## config.mk

```make
export PLATFORM = sky130hd
export DESIGN_NAME = ssaf_front
export DESIGN_NICKNAME = d
export VERILOG_FILES = /design/src/rtl/ssaf_pkg.sv /design/src/rtl/ssaf_front.sv
export SDC_FILE = /design/constraint.sdc
export NUM_CORES = 1
export LEC_CHECK = 0
export BUFFER_PORTS_ARGS = -buffer_cell sky130_fd_sc_hd__buf_2
export CAP_MARGIN = 20
export CORE_ASPECT_RATIO = 2
export CORE_MARGIN = 2
export CORE_UTILIZATION = 49
export DETAILED_ROUTE_END_ITERATION = 6
export PLACE_DENSITY_LB_ADDON = 0.12
export SYNTH_ARGS = -nofsm -noshare
export SYNTH_HDL_FRONTEND = slang
export SYNTH_SLANG_ARGS = --single-unit
export TNS_END_PERCENT = 30
```

## constraint.sdc

```tcl
create_clock -name clk -period 11.9 [get_ports clk]
set_input_delay 1.19 -clock clk [delete_from_list [all_inputs] [get_ports clk]]
set_output_delay 1.19 -clock clk [all_outputs]
set_load 0.03 [all_outputs]
```

## src/rtl/ssaf_pkg.sv

```systemverilog
// Shared types and constants of the sequence statistics block.
// No dependencies.
package ssaf_pkg;
	localparam int MAX_ELEMENTS_DEF = 1024;
	localparam int CFG_IDX_W = 3;
	localparam int CFG_DATA_W = 32;

	localparam logic [CFG_IDX_W-1:0] REG_BASELINE_LENGTH  = 3'd0;
	localparam logic [CFG_IDX_W-1:0] REG_DIVERGENCE_LIMIT = 3'd1;
	localparam logic [CFG_IDX_W-1:0] REG_CALM_MEAN_LIMIT  = 3'd2;
	localparam logic [CFG_IDX_W-1:0] REG_VOLATILE_LIMIT   = 3'd3;
	localparam logic [CFG_IDX_W-1:0] REG_SPIKE_DIVISOR    = 3'd4;

	localparam logic [10:0] RST_BASELINE_LENGTH  = 11'd0;
	localparam logic [15:0] RST_DIVERGENCE_LIMIT = 16'd4915;
	localparam logic [15:0] RST_CALM_MEAN_LIMIT  = 16'd2458;
	localparam logic [31:0] RST_VOLATILE_LIMIT   = 32'd26843546;
	localparam logic [7:0]  RST_SPIKE_DIVISOR    = 8'd10;

	typedef struct packed {
		logic [10:0] baseline_length;
		logic [15:0] divergence_limit;
		logic [15:0] calm_mean_limit;
		logic [31:0] volatile_variance_limit;
		logic [7:0]  spike_divisor;
	} cfg_t;
endpackage

```

## src/rtl/ssaf_front.sv

```systemverilog
// Front end: takes requests, writes the sample store, keeps running sums.
// Depends on ssaf_pkg.
module ssaf_front #(
	parameter int MaxElements = ssaf_pkg::MAX_ELEMENTS_DEF
) (
	input  logic                              clk,
	input  logic                              arst_n,
	input  logic                              accept,
	input  logic [15:0]                       sample,
	input  logic [15:0]                       baseline_sample,
	input  logic                              last,
	input  logic [10:0]                       baseline_length,
	output logic                              mem_we,
	output logic [$clog2(MaxElements)-1:0]    mem_addr,
	output logic [15:0]                       mem_wdata,
	output logic                              push,
	output logic [$clog2(MaxElements+1)-1:0]  job_n,
	output logic [$clog2(MaxElements+1)+15:0] job_sum,
	output logic [$clog2(MaxElements+1)+31:0] job_bsum
);
	import ssaf_pkg::*;
	localparam int CW = $clog2(MaxElements + 1);
	localparam int AW = $clog2(MaxElements);
	localparam int SW = CW + 16;
	localparam int BW = CW + 32;

	logic [CW-1:0] cnt_q, cnt_nx;
	logic [SW-1:0] sum_q, sum_nx;
	logic [BW-1:0] bsum_q, bsum_nx;
	logic          has_room, in_base;
	logic signed [16:0] diff;
	logic signed [33:0] diff_sq;

	// classify the request: stored, and inside the baseline window
	assign has_room = cnt_q < CW'(MaxElements);
	assign in_base  = 32'(cnt_q) < 32'(baseline_length);
	assign diff     = $signed({1'b0, sample}) - $signed({1'b0, baseline_sample});
	assign diff_sq  = diff * diff;

	always_comb begin
		cnt_nx  = cnt_q;
		sum_nx  = sum_q;
		bsum_nx = bsum_q;
		if (has_room) begin
			cnt_nx = cnt_q + CW'(1);
			sum_nx = sum_q + SW'(sample);
			if (in_base) begin
				bsum_nx = bsum_q + BW'(diff_sq[31:0]);
			end
		end
	end

	// advance the sums; clear them once the sequence ends
	always_ff @(posedge clk or negedge arst_n) begin
		if (!arst_n) begin
			cnt_q  <= '0;
			sum_q  <= '0;
			bsum_q <= '0;
		end else if (accept) begin
			if (last) begin
				cnt_q  <= '0;
				sum_q  <= '0;
				bsum_q <= '0;
			end else begin
				cnt_q  <= cnt_nx;
				sum_q  <= sum_nx;
				bsum_q <= bsum_nx;
			end
		end
	end

	assign mem_we    = accept & has_room;
	assign mem_addr  = cnt_q[AW-1:0];
	assign mem_wdata = sample;
	assign push      = accept & last;
	assign job_n     = cnt_nx;
	assign job_sum   = sum_nx;
	assign job_bsum  = bsum_nx;
endmodule

```

==> flow_metrics.env <==
export IMPL_cp_arrival_ns=10.36
export IMPL_grt_pass1_wl_mm=81.8
export IMPL_tritoncts="built"
export IMPL_multi_input_area_mm2=0.0138
export IMPL_place_gp_congestion=0.997
export IMPL_r2r_start="bsum_q[2]"
export IMPL_synth_top_cells_by_area="fa_1, dfrtp_1, ha_1, inv_1, xnor2_1"
export IMPL_worstHoldPathCells=1
export IMPL_critPathLaunchType="primary input"
export IMPL_grt_pass1_vias=15600
export IMPL_drt_iter0_drc=601
export IMPL_drc=0
export IMPL_finalMaxSlewViolations=0
export IMPL_core_area_mm2=0.0350
export IMPL_synth_flop_cell="dfrtp_1"
export IMPL_vias=14400
export IMPL_cp_required_ns=10.71
export IMPL_seq_area_frac_synth_pct=11.7
export IMPL_slowest_delay_ns=0.60
export IMPL_fillers=3227
export IMPL_grt_usage_pct=28.8
export IMPL_yosys_area_top_type="fa_1"
export IMPL_cts_root_buf="clkbuf_16"
export IMPL_synth_top_area_share_pct=29.6
export IMPL_num_nets_final=2599
export IMPL_dp_hpwl_mm=43.3
export IMPL_grt_antenna_before_repair=1
export IMPL_finalInstanceArea_mm2=0.0197
export IMPL_avgSynthCellArea_um2=8.87
export IMPL_hold_class="reg2reg"
export IMPL_min_period_over_period_pct=97.0
export IMPL_design_die_area_mm2=0.0369
export IMPL_synth_nets=2410
export IMPL_worst_slew_pin_slew_ns=1.09
export IMPL_start_util_pct=49.5
export IMPL_setup_violations_final=0
export IMPL_drive_gt1_share_pct=19.3
export IMPL_h_tree_depth=3
export IMPL_clk_pin_slew_ns=0.06
export IMPL_ys_top_cells_by_count="inv_1, fa_1, nand2_1, ha_1, nor2_1"
export IMPL_die_w_um=137
export IMPL_regArea_mm2=0.00203
export IMPL_cts_sinks=81
export IMPL_area_delta_synth_final_pct=14.2
export IMPL_critical_path_class="in2out"
export IMPL_slowest_stage="fa_1"
export IMPL_post_drt_wl_per_cell_um=19.9
export IMPL_report_final_hold_viol_count=0
export IMPL_drtAntennaViolNets=0
export IMPL_boundaryPins=156
export IMPL_netlist_area_mm2=0.0173
export IMPL_die_height_um=270
export IMPL_min_delay_start="bsum_q[31]"
export IMPL_cts_buffers=9
export IMPL_reg2reg_depth=13
export IMPL_worst_path_max_fanout=5
export IMPL_ys_warn_count=0
export IMPL_synth_seq_cells=81
export IMPL_synth_cell_types=92
export IMPL_grt_max_degree=69
export IMPL_synth_most_common_cell="inv_1"
export IMPL_cp_common_cell="fa_1"
export IMPL_dpl_cell_area_mm2=0.0188
export IMPL_ys_async_sr_fraction_pct=100
export IMPL_reg2reg_to="bsum_q[37]"
export IMPL_holdPathEnd="bsum_q[31]"
export IMPL_cp_end_kind="output port"
export IMPL_synth_edff_count=0
export IMPL_first_pass_iters=6
export IMPL_cts_hold_buffers=0
export IMPL_finalClockSkew_ns=0.00866
export IMPL_routed_wl_mm=51.6
export IMPL_syn_instance_count=1948
export IMPL_cap_violations=0
export IMPL_port_buffers=155
export IMPL_overflow=0
export IMPL_status="complete, no violations"
export IMPL_drt_vias_per_instance=5.56
export IMPL_slew_headroom_pct=27.0
export IMPL_clock_latency_ns=0.36
export IMPL_fin_crit_ns=11.55
export IMPL_rrSetupSlack_ns=8.46
export IMPL_clk_path_buf_depth=2
export IMPL_rows=97
export IMPL_timing_fmax_ghz=0.0866
worst max path at each step:
stage	startpoint	to	slack, ns	cells after the start
4_1_cts	sample[0]	job_bsum[41]	0.02	44
5_1_grt	baseline_sample[1]	job_bsum[30]	-0.07	41
6_report	sample[1]	job_bsum[30]	0.35	39
3_5_place_dp	sample[0]	job_bsum[36]	-0.37	38
2_1_floorplan	sample[0]	job_bsum[42]	0.35	39
3_3_place_gp	sample[0]	job_bsum[36]	-0.29	40
state kept, by name (all words and copies together) (netlist names):
name,count
cnt_q,11
sum_q,27
bsum_q,43
what timing repair did:
action                                  CTS  global route
gates cloned                              0             1
buffers inserted                          1            16
endpoints found under the setup margin   14            20
gates resized for setup                   9           113
pin swaps                                 2            55
metrics by stage:
stage | utilization, % | hold slack [ns] | std cells | setup slack, ns | setup TNS (ns)
floorplan | - | 0.482 | 1948 | 0.346 | 0
global placement | 53.8 | 0.498 | 2553 | -0.291 | -2.29
detailed placement | 53.8 | 0.514 | 2553 | -0.368 | -3.26
CTS | 54.8 | 0.531 | 2570 | 0.0230 | 0
global route | 56.5 | 0.550 | 2588 | -0.0747 | -0.188
finish | 56.5 | 0.525 | 2588 | 0.355 | 0
critical path, delay by kind of cell:
family                   cells  cell delay [ns]
AND/OR/NAND/NOR              4             0.66
XOR/XNOR                     3             0.54
multiplexers                 1             0.28
buffers and inverters       10             1.26
AO/OA/AOI/OAI               12             2.52
adder cells (fa/ha/maj)      9             3.91
layout make-up:
type	instances	share of cell area, %
timing repair buffer	260	8.18
clock buffer	12	1.30
antenna	1	0.0127
tap	445	2.82
clock inverter	4	0.139
inverter	384	7.30
sequential	81	10.3
multi-input combinational	1401	70.0
per-layer routing:
| layer | track usage (%) | up-vias | share of wire (%) |
|---|---|---|---|
| li1 | - | 6688 | - |
| met1 | 29.8 | 7152 | 34 |
| met2 | 54.3 | 389 | 55 |
| met3 | 3.08 | 159 | 3.4 |
| met4 | 17.1 | 0 | 7.0 |
| met5 | 0 | - | 0 |
kinds of logic (layout without fill, tap and decap cells):
kind of cell | count (synthesis) | after routing | synth area share [%]
muxes | 39 | 39 | 2.47
xor gates and xnor gates | 133 | 133 | 6.78
buffers and inverters | 466 | 660 | 11.0
and+or+nand+nor | 465 | 465 | 12.3
AOI/OAI and AO/OA | 349 | 349 | 14.6
other | 0 | 1 | 0
adders and majority gates | 415 | 415 | 41.2
DFF | 81 | 81 | 11.7
placed cells by master, fill, tap and decap left out, drive strengths merged, types with 4 or more instances in the layout:
cell / n
nand3b: 5
xor2: 42
or2: 5
a32oi: 4
o31ai: 11
or3: 8
a21o: 40
o21bai: 10
nand2b: 13
nor2b: 15
a211oi: 13
nand2: 178
nor3: 27
nand3: 34
clkbuf: 12
mux2: 29
o21ai: 65
o311ai: 7
o2bb2ai: 10
o221ai: 6
mux2i: 10
nand4: 11
clkinv: 4
xnor2: 91
and2: 5
a21oi: 73
inv: 384
o211ai: 8
a22o: 45
ha: 159
o21a: 13
dfrtp: 81
buf: 259
fa: 256
a31o: 6
and3: 22
a31oi: 6
nor2: 130
Power is not shown: default switching activity piles up to over one toggle a cycle in this logic, so the estimate is an artifact.
