File: src/rtl/ssaf_pkg.sv
// Shared types and constants of the sequence statistics block.
// No dependencies.
package ssaf_pkg;
	localparam int MAX_ELEMENTS_DEF = 1024;
	localparam int CFG_IDX_W = 3;
	localparam int CFG_DATA_W = 32;

	localparam logic [CFG_IDX_W-1:0] REG_BASELINE_LENGTH  = 3'd0;
	localparam logic [CFG_IDX_W-1:0] REG_DIVERGENCE_LIMIT = 3'd1;
	localparam logic [CFG_IDX_W-1:0] REG_CALM_MEAN_LIMIT  = 3'd2;
	localparam logic [CFG_IDX_W-1:0] REG_VOLATILE_LIMIT   = 3'd3;
	localparam logic [CFG_IDX_W-1:0] REG_SPIKE_DIVISOR    = 3'd4;

	localparam logic [10:0] RST_BASELINE_LENGTH  = 11'd0;
	localparam logic [15:0] RST_DIVERGENCE_LIMIT = 16'd4915;
	localparam logic [15:0] RST_CALM_MEAN_LIMIT  = 16'd2458;
	localparam logic [31:0] RST_VOLATILE_LIMIT   = 32'd26843546;
	localparam logic [7:0]  RST_SPIKE_DIVISOR    = 8'd10;

	typedef struct packed {
		logic [10:0] baseline_length;
		logic [15:0] divergence_limit;
		logic [15:0] calm_mean_limit;
		logic [31:0] volatile_variance_limit;
		logic [7:0]  spike_divisor;
	} cfg_t;
endpackage

File: src/rtl/ssaf_queue.sv
// Two-entry job queue between the front end and the back end.
// Depends on ssaf_pkg.
module ssaf_queue #(
	parameter int Width = 8
) (
	input  logic             clk,
	input  logic             arst_n,
	input  logic             push,
	input  logic [Width-1:0] wdata,
	input  logic             pop,
	output logic [Width-1:0] rdata,
	output logic             not_empty
);
	import ssaf_pkg::*;

	logic [Width-1:0] entry_q [2];
	logic             wr_ptr_q, rd_ptr_q;
	logic [1:0]       cnt_q;

	// store pushed jobs
	always_ff @(posedge clk) begin
		if (push) begin
			entry_q[wr_ptr_q] <= wdata;
		end
	end

	// track pointers and fill level
	always_ff @(posedge clk or negedge arst_n) begin
		if (!arst_n) begin
			wr_ptr_q <= 1'b0;
			rd_ptr_q <= 1'b0;
			cnt_q    <= 2'd0;
		end else begin
			if (push) begin
				wr_ptr_q <= ~wr_ptr_q;
			end
			if (pop) begin
				rd_ptr_q <= ~rd_ptr_q;
			end
			if (push && !pop) begin
				cnt_q <= cnt_q + 2'd1;
			end else if (pop && !push) begin
				cnt_q <= cnt_q - 2'd1;
			end
		end
	end

	assign rdata     = entry_q[rd_ptr_q];
	assign not_empty = cnt_q != 2'd0;
endmodule

File: config.mk
export PLATFORM = sky130hd
export DESIGN_NAME = ssaf_queue
export DESIGN_NICKNAME = d
export VERILOG_FILES = /design/src/rtl/ssaf_pkg.sv /design/src/rtl/ssaf_queue.sv
export SDC_FILE = /design/constraint.sdc
export NUM_CORES = 1
export LEC_CHECK = 0
export ABC_CLOCK_PERIOD_IN_PS = 3500
export BUFFER_PORTS_ARGS = -buffer_cell sky130_fd_sc_hd__buf_2
export CORE_MARGIN = 3
export CORE_UTILIZATION = 53
export DETAILED_ROUTE_END_ITERATION = 16
export HOLD_SLACK_MARGIN = 0.08
export PLACE_DENSITY = 0.79
export REMOVE_ABC_BUFFERS = 1
export SYNTH_ARGS = -nofsm -noshare
export SYNTH_HDL_FRONTEND = slang
export SYNTH_SLANG_ARGS = --single-unit
File: constraint.sdc
create_clock -name clk -period 3.5 [get_ports clk]
set_clock_uncertainty 0.05 [all_clocks]
set_input_delay 0.35 -clock clk [delete_from_list [all_inputs] [get_ports clk]]
set_output_delay 0.35 -clock clk [all_outputs]
set_load 0.005 [all_outputs]
==> out/results.tsv, run 1 <==
metric	value	unit
setup_tns	0	ns
path_class	register to output port	
detail_route.vias_per_cell	4.89	
grt_pass1_wl	1860	µm
gp_congestion	0.637	
cp_max_fo	9	
grt.total_usage	0.132	
antenna_found_initial	0	
synth_compound_area_frac	0	
synth_area_leader_cell	edfxtp_1	
cts-root-buf	clkbuf_4	
worstPathArrival	1.47	ns
multi_input_area	199	µm²
insertion_delay	0.29	ns
critPathTopFamily	flip-flops	
synth.area.top_cells	edfxtp_1 (60%), mux2_4 (15%), dfrtp_1 (13%), xor2_1 (4.4%), ha_1 (1.6%)	
use_met2	0.244	
synth_top_area_frac	0.605	
drtIter0Drc	2	
busiest_layer	met2	
synth-simple-area-share	0.0283	
p_sw_frac	0.271	
postCtsSetupRepairBufs	0	
setup_viol	0	
dr.pass1.iters	2	
layout_common_cells	buf_2 (20), edfxtp_1 (16), mux2_4 (8), xor2_1 (4), dfrtp_1 (4)	
slew_headroom	0.519	
cp_data_required_time	3.10	ns
powerDensity	711	mW/mm²
wl_per_cell	14.2	µm
min-delay-path-class	input port to register	
seq_area	581	µm²
path_cells	mux2_4, buf_2	
ios	21	
final-hold-violation-count	0	
use_met3	0.0239	
ir_drop	0.000488	V
pwr-share-clk	0.155	
grt_pass1_vias	428	
ys_seq_elements	20	
syn2layout_area_growth	18.1	%
place.detailed.hpwl	862	µm
drc_errors	0	
cts.path.max_buffers	2	
finish.utilization	0.695	
grtUsageMet1	0.149	
end_kind	output port	
core	0.00135	mm²
cts_resized	0	
yosys.cell_types.count	12	
rsz0062_at_grt	no	
drive_gt1_frac	0.484	
p_int	0.000486	W
maxCapViolCount	0	
grt-ovfl-total	0	
period_needed	1.87	ns
initial_utilization	0.589	
hold_buffers	1	
htreeDepth	1	
grt_max_degree	12	
synth_adder_area_share	0.0157	
clkTransAtPathRegs	0.10	ns
synth_area	795	µm²
pwr-share-comb	0.283	
dieArea	0.00200	mm²
final_common_cell	buf_2	
finalMaxSlewViolations	0	
status	finished clean	
final_antenna_net_count	0	
via_count	386	
slowest_stage	dfrtp_1	
synth_area_per_cell	19.9	µm²
worst_pin_slew	0.721	ns
cts.sink_count	20	
cts_made_buffers	3	
p_sw	0.000181	W
row_count	13	
leakagePower	0.402	nW
synth_xor_xnor_area_share	0.0551	
netlist_instances	40	
synth-seq-area-share	0.731	
path_buf_inv	1	
finalCritPeriodShare	0.533	
wirelength	1120	µm
io_buffers	20	
cpPeakStageDelay	0.70	ns
antenna_cells	0	
max_freq	536	MHz
yosys_warnings	0	
fillCellCount	90	
die_y	44.7	µm
synth_top_family_by_area	multiplexers	
synthMuxAreaShare	0.151	
pwr-share-seq	0.562	
nNetsFinal	78	
cts_tree	done	
die_w	44.7	µm
startpoint_type	register	
[flip-flops by register name, indices dropped and copies added, names as in the netlist]
signal    cells
cnt_q         2
entry_q      16
rd_ptr_q      1
wr_ptr_q      1
[routing by layer]
layer	part of all wire	up-vias	wire length [µm]
li1	-	192	-
met1	0.42	179	476
met2	0.52	13	583
met3	0.053	2	60
met4	0.0036	0	4
met5	0	-	0
[through the flow]
step | area (µm²) | setup slack (ns) | cells | power (W) | hold WS (ns)
2_1_floorplan | 783 | 2.19 | 39 | 0.000495 | 0.00441
3_3_place_gp | 902 | 1.99 | 74 | 0.000564 | 0.110
3_5_place_dp | 902 | 1.94 | 74 | 0.000575 | 0.110
4_1_cts | 938 | 1.60 | 79 | 0.000678 | 0.183
5_1_grt | 938 | 1.57 | 79 | 0.000706 | 0.182
6_report | 938 | 1.63 | 79 | 0.000667 | 0.194
[path summary, 6_finish.rpt]
kind | cells past startpoint | start | to | slack [ns]
min | 1 | wdata[2] | entry_q[0][2]$_DFFE_PP_ | 0.19
min reg2reg | 1 | cnt_q[1]$_DFFE_PN0P_ | cnt_q[1]$_DFFE_PN0P_ | 0.42
max reg2reg | 1 | wr_ptr_q$_DFFE_PN0P_ | entry_q[0][0]$_DFFE_PP_ | 2.10
max | 2 | rd_ptr_q$_DFFE_PN0P_ | rdata[5] | 1.63
min in group asynchronous | 2 | arst_n | cnt_q[0]$_DFFE_PN0P_ | 0.33
max in group asynchronous | 2 | arst_n | wr_ptr_q$_DFFE_PN0P_ | 2.95
[synth_stat cells]
cell type   n
xor2_1      4
edfxtp_1   16
mux2_4      8
or2_1       1
inv_1       1
and2_1      1
nor2_1      1
nor2b_1     1
ha_1        1
buf_6       1
xnor2_1     1
dfrtp_1     4
[cell families after synthesis]
family | after synthesis
xor gates and xnor gates | 5
adders and majority gates | 1
buffers and inverters | 2
DFF | 20
muxes | 8
and+or+nand+nor | 4
[layout make-up]
cell class              count  area share
clock buffers               3      0.0240
clock inverters             1     0.00400
inverters                   1     0.00400
multi-input cells          18       0.212
flip-flops and latches     20       0.619
well taps                  15      0.0200
repair buffers             21       0.117
[power groups by stage]
stage	logic, W	clock network, W	registers, W
after floorplan	0.000128	0	0.000368
after global placement	0.000186	0	0.000377
after detailed placement	0.000193	0	0.000383
after CTS	0.000194	0.000107	0.000377
after global routing	0.000208	0.000115	0.000383
final	0.000189	0.000103	0.000375
(Power assumes the default switching activity.)
==> inputs of run 2 (changes only) <==
--- a/config.mk
+++ b/config.mk
@@ -5,13 +5,14 @@
 export SDC_FILE = /design/constraint.sdc
 export NUM_CORES = 1
 export LEC_CHECK = 0
-export ABC_CLOCK_PERIOD_IN_PS = 3500
+export ABC_CLOCK_PERIOD_IN_PS = 1600
 export BUFFER_PORTS_ARGS = -buffer_cell sky130_fd_sc_hd__buf_2
+export CORE_ASPECT_RATIO = 1.25
 export CORE_MARGIN = 3
-export CORE_UTILIZATION = 53
+export CORE_UTILIZATION = 44
 export DETAILED_ROUTE_END_ITERATION = 16
 export HOLD_SLACK_MARGIN = 0.08
-export PLACE_DENSITY = 0.79
+export PLACE_DENSITY = 0.7
 export REMOVE_ABC_BUFFERS = 1
 export SYNTH_ARGS = -nofsm -noshare
 export SYNTH_HDL_FRONTEND = slang
==> constraint.sdc (replaced) <==
create_clock -name clk -period 1.6 [get_ports clk]
set_clock_uncertainty 0.05 [all_clocks]
set_input_delay 0.16 -clock clk [delete_from_list [all_inputs] [get_ports clk]]
set_output_delay 0.16 -clock clk [all_outputs]
set_load 0.005 [all_outputs]
==> run 2 against run 1 <==
Effect of this change:
- critical path type unchanged
- sequential share of layout area fell by 6.5 points
- highest routed layer unchanged
- power rose by 120%
- final cell count rose by 18%
- worst setup slack got worse by 1.5 ns
- clock-buffer cell count did not move
- flip-flop and latch count did not move
- hold slack got worse by 0.061 ns
- design area rose by 12%
- non-clock buffer count rose by 11
- clock power rose by 130%
- largest cell class unchanged
- critical endpoint is now rdata[6]
==> out/results.tsv, run 2 (same netlist as run 1, synthesis figures left out) <==
metric	value	unit	change
htreeDepth	1		unchanged
place_area	913	µm²	+1.2%
end_kind	output port		
r2r_setup_slack	0.39	ns	-1.71 ns
nNetsFinal	89		+14%
cts.sink_count	20		unchanged
gp_congestion	0.607		-4.8%
finalMaxSlewViolations	0		unchanged
hold_ws	0.133	ns	-0.0606 ns
grt-ovfl-total	0		unchanged
final-hold-violation-count	0		unchanged
use_met2	0.211		-0.0324
r2r_start	wr_ptr_q$_DFFE_PN0P_		
rr_endpoint	entry_q[0][5]$_DFFE_PP_		
cts.path.max_buffers	2		unchanged
setup_viol	0		unchanged
antenna_cells	0		unchanged
leakagePower	0.448	nW	+11%
drive_gt1_frac	0.440		-0.0444
worstPathArrival	1.29	ns	-0.18 ns
status	finished clean		
fillCellCount	141		+57%
via_count	449		+16%
grtUsageMet1	0.132		-0.0171
seq_area	582	µm²	+0.22%
min-delay-path-class	input port to asynchronous set/reset pin		
drtIter0Drc	9		+7
top_register	entry_q		
setup_tns	0	ns	unchanged
initial_utilization	0.484		-0.105
syn2layout_area_growth	32.3	%	
busiest_layer	met2		
die_y	53.5	µm	+20%
reg2reg_depth	2		+1
path_class	register to output port		
max_freq	668	MHz	
wl_per_cell	13.2	µm	-7.2%
layout_common_cells	buf_2 (20), edfxtp_1 (16), dlygate4sd3_1 (11), mux2_4 (8), xor2_1 (4)		
finalCritPeriodShare	0.936		
final_common_cell	buf_2		
insertion_delay	0.30	ns	about the same
largest_reg_flops	16		unchanged
maxCapViolCount	0		unchanged
cts-root-buf	clkbuf_4		
core	0.00164	mm²	+22%
final_antenna_net_count	0		unchanged
grt_max_degree	12		unchanged
grt_pass1_wl	1990	µm	+7.4%
clkTransAtPathRegs	0.11	ns	about the same
rsz0062_at_grt	no		
cts_tree	done		
use_met3	0.0238		-0.0000949
reg.largest.list	entry_q: 16 flops, cnt_q: 2 flops		
cp_data_required_time	1.39	ns	-1.71 ns
ir_drop	0.00104	V	+110%
antenna_found_initial	0		unchanged
ios	21		unchanged
detail_route.vias_per_cell	4.83		-1.2%
multi_input_area	199	µm²	unchanged
finalInstanceArea	0.00105	mm²	+12%
period_needed	1.50	ns	
dr.pass1.iters	4		+2
die_w	44.0	µm	-1.6%
slew_headroom	0.753		+0.234
row_count	16		+3
wirelength	1230	µm	+9.3%
grt.total_usage	0.125		-0.00745
worst_pin_slew	0.371	ns	-0.350 ns
dpl.cell_count	78		+5.4%
powerDensity	1420	mW/mm²	+100%
startpoint_type	register		
cp_max_fo	9		unchanged
dieArea	0.00235	mm²	+18%
grt_pass1_vias	465		+8.6%
finalNonFillerCells	93		+18%
io_buffers	20		unchanged
drc_errors	0		unchanged
cts_made_buffers	3		unchanged
## run 2: cell types whose count changed in the layout (fill, tap and decap cells not counted), sizes merged
cell / before / now
buf: 20 / 21
dlygate4sd3: 1 / 11
## run 2: through the flow
| step | setup slack (ns) | utilization | total power (W) |
|---|---|---|---|
| floorplan | 0.388 | - | 0.00108 |
| global placement | 0.286 | 0.556 | 0.00124 |
| detailed placement | 0.269 | 0.556 | 0.00126 |
| CTS | 0.0726 | 0.640 | 0.00152 |
| global route | 0.0468 | 0.640 | 0.00158 |
| finish | 0.103 | 0.640 | 0.00150 |
## run 2: worst max-delay path, stage by stage (launching register included)
cell and delay [ns]:
dfrtp_2 0.54, mux2_4 0.33, buf_2 0.12
## run 2: power breakdown
group          total [W]  internal (W)  switching, W
clock network   0.000234     0.0000909      0.000144
registers       0.000823      0.000710      0.000113
logic           0.000440      0.000289      0.000151
## run 2: timing repair
| item | CTS | global route |
|---|---|---|
| setup buffers | 0 | 0 |
| gates resized for setup | 1 | 0 |
| hold buffers | 11 | 0 |
| endpoints found under the setup margin | 8 | 0 |
| hold endpoints to repair | 22 | 0 |
## run 2: worst max-delay path by stage
| stage | startpoint | to | slack (ns) | cells past startpoint |
|---|---|---|---|---|
| 2_1_floorplan | wr_ptr_q$_DFFE_PN0P_ | entry_q[0][0]$_DFFE_PP_ | 0.39 | 1 |
| 3_3_place_gp | rd_ptr_q$_DFFE_PN0P_ | rdata[6] | 0.29 | 2 |
| 3_5_place_dp | rd_ptr_q$_DFFE_PN0P_ | rdata[1] | 0.27 | 2 |
| 4_1_cts | rd_ptr_q$_DFFE_PN0P_ | rdata[6] | 0.07 | 2 |
| 5_1_grt | rd_ptr_q$_DFFE_PN0P_ | rdata[1] | 0.05 | 2 |
| 6_report | rd_ptr_q$_DFFE_PN0P_ | rdata[6] | 0.10 | 2 |
## run 2: final cells by class
type                       count  share of cell area
clock buffer                   3              0.0214
clock inverter                 1             0.00357
inverter                       1             0.00357
multi-input combinational     18               0.189
sequential                    20               0.554
tap                           18              0.0214
timing repair buffer          32               0.207
## run 2: per-layer routing
metal | routed length, µm | part of all wire | vias up
met1 | 458 | 0.37 | 216
met3 | 70 | 0.057 | 4
met4 | 27 | 0.022 | 0
met5 | 0 | 0 | -
met2 | 671 | 0.55 | 14
li1 | - | - | 215
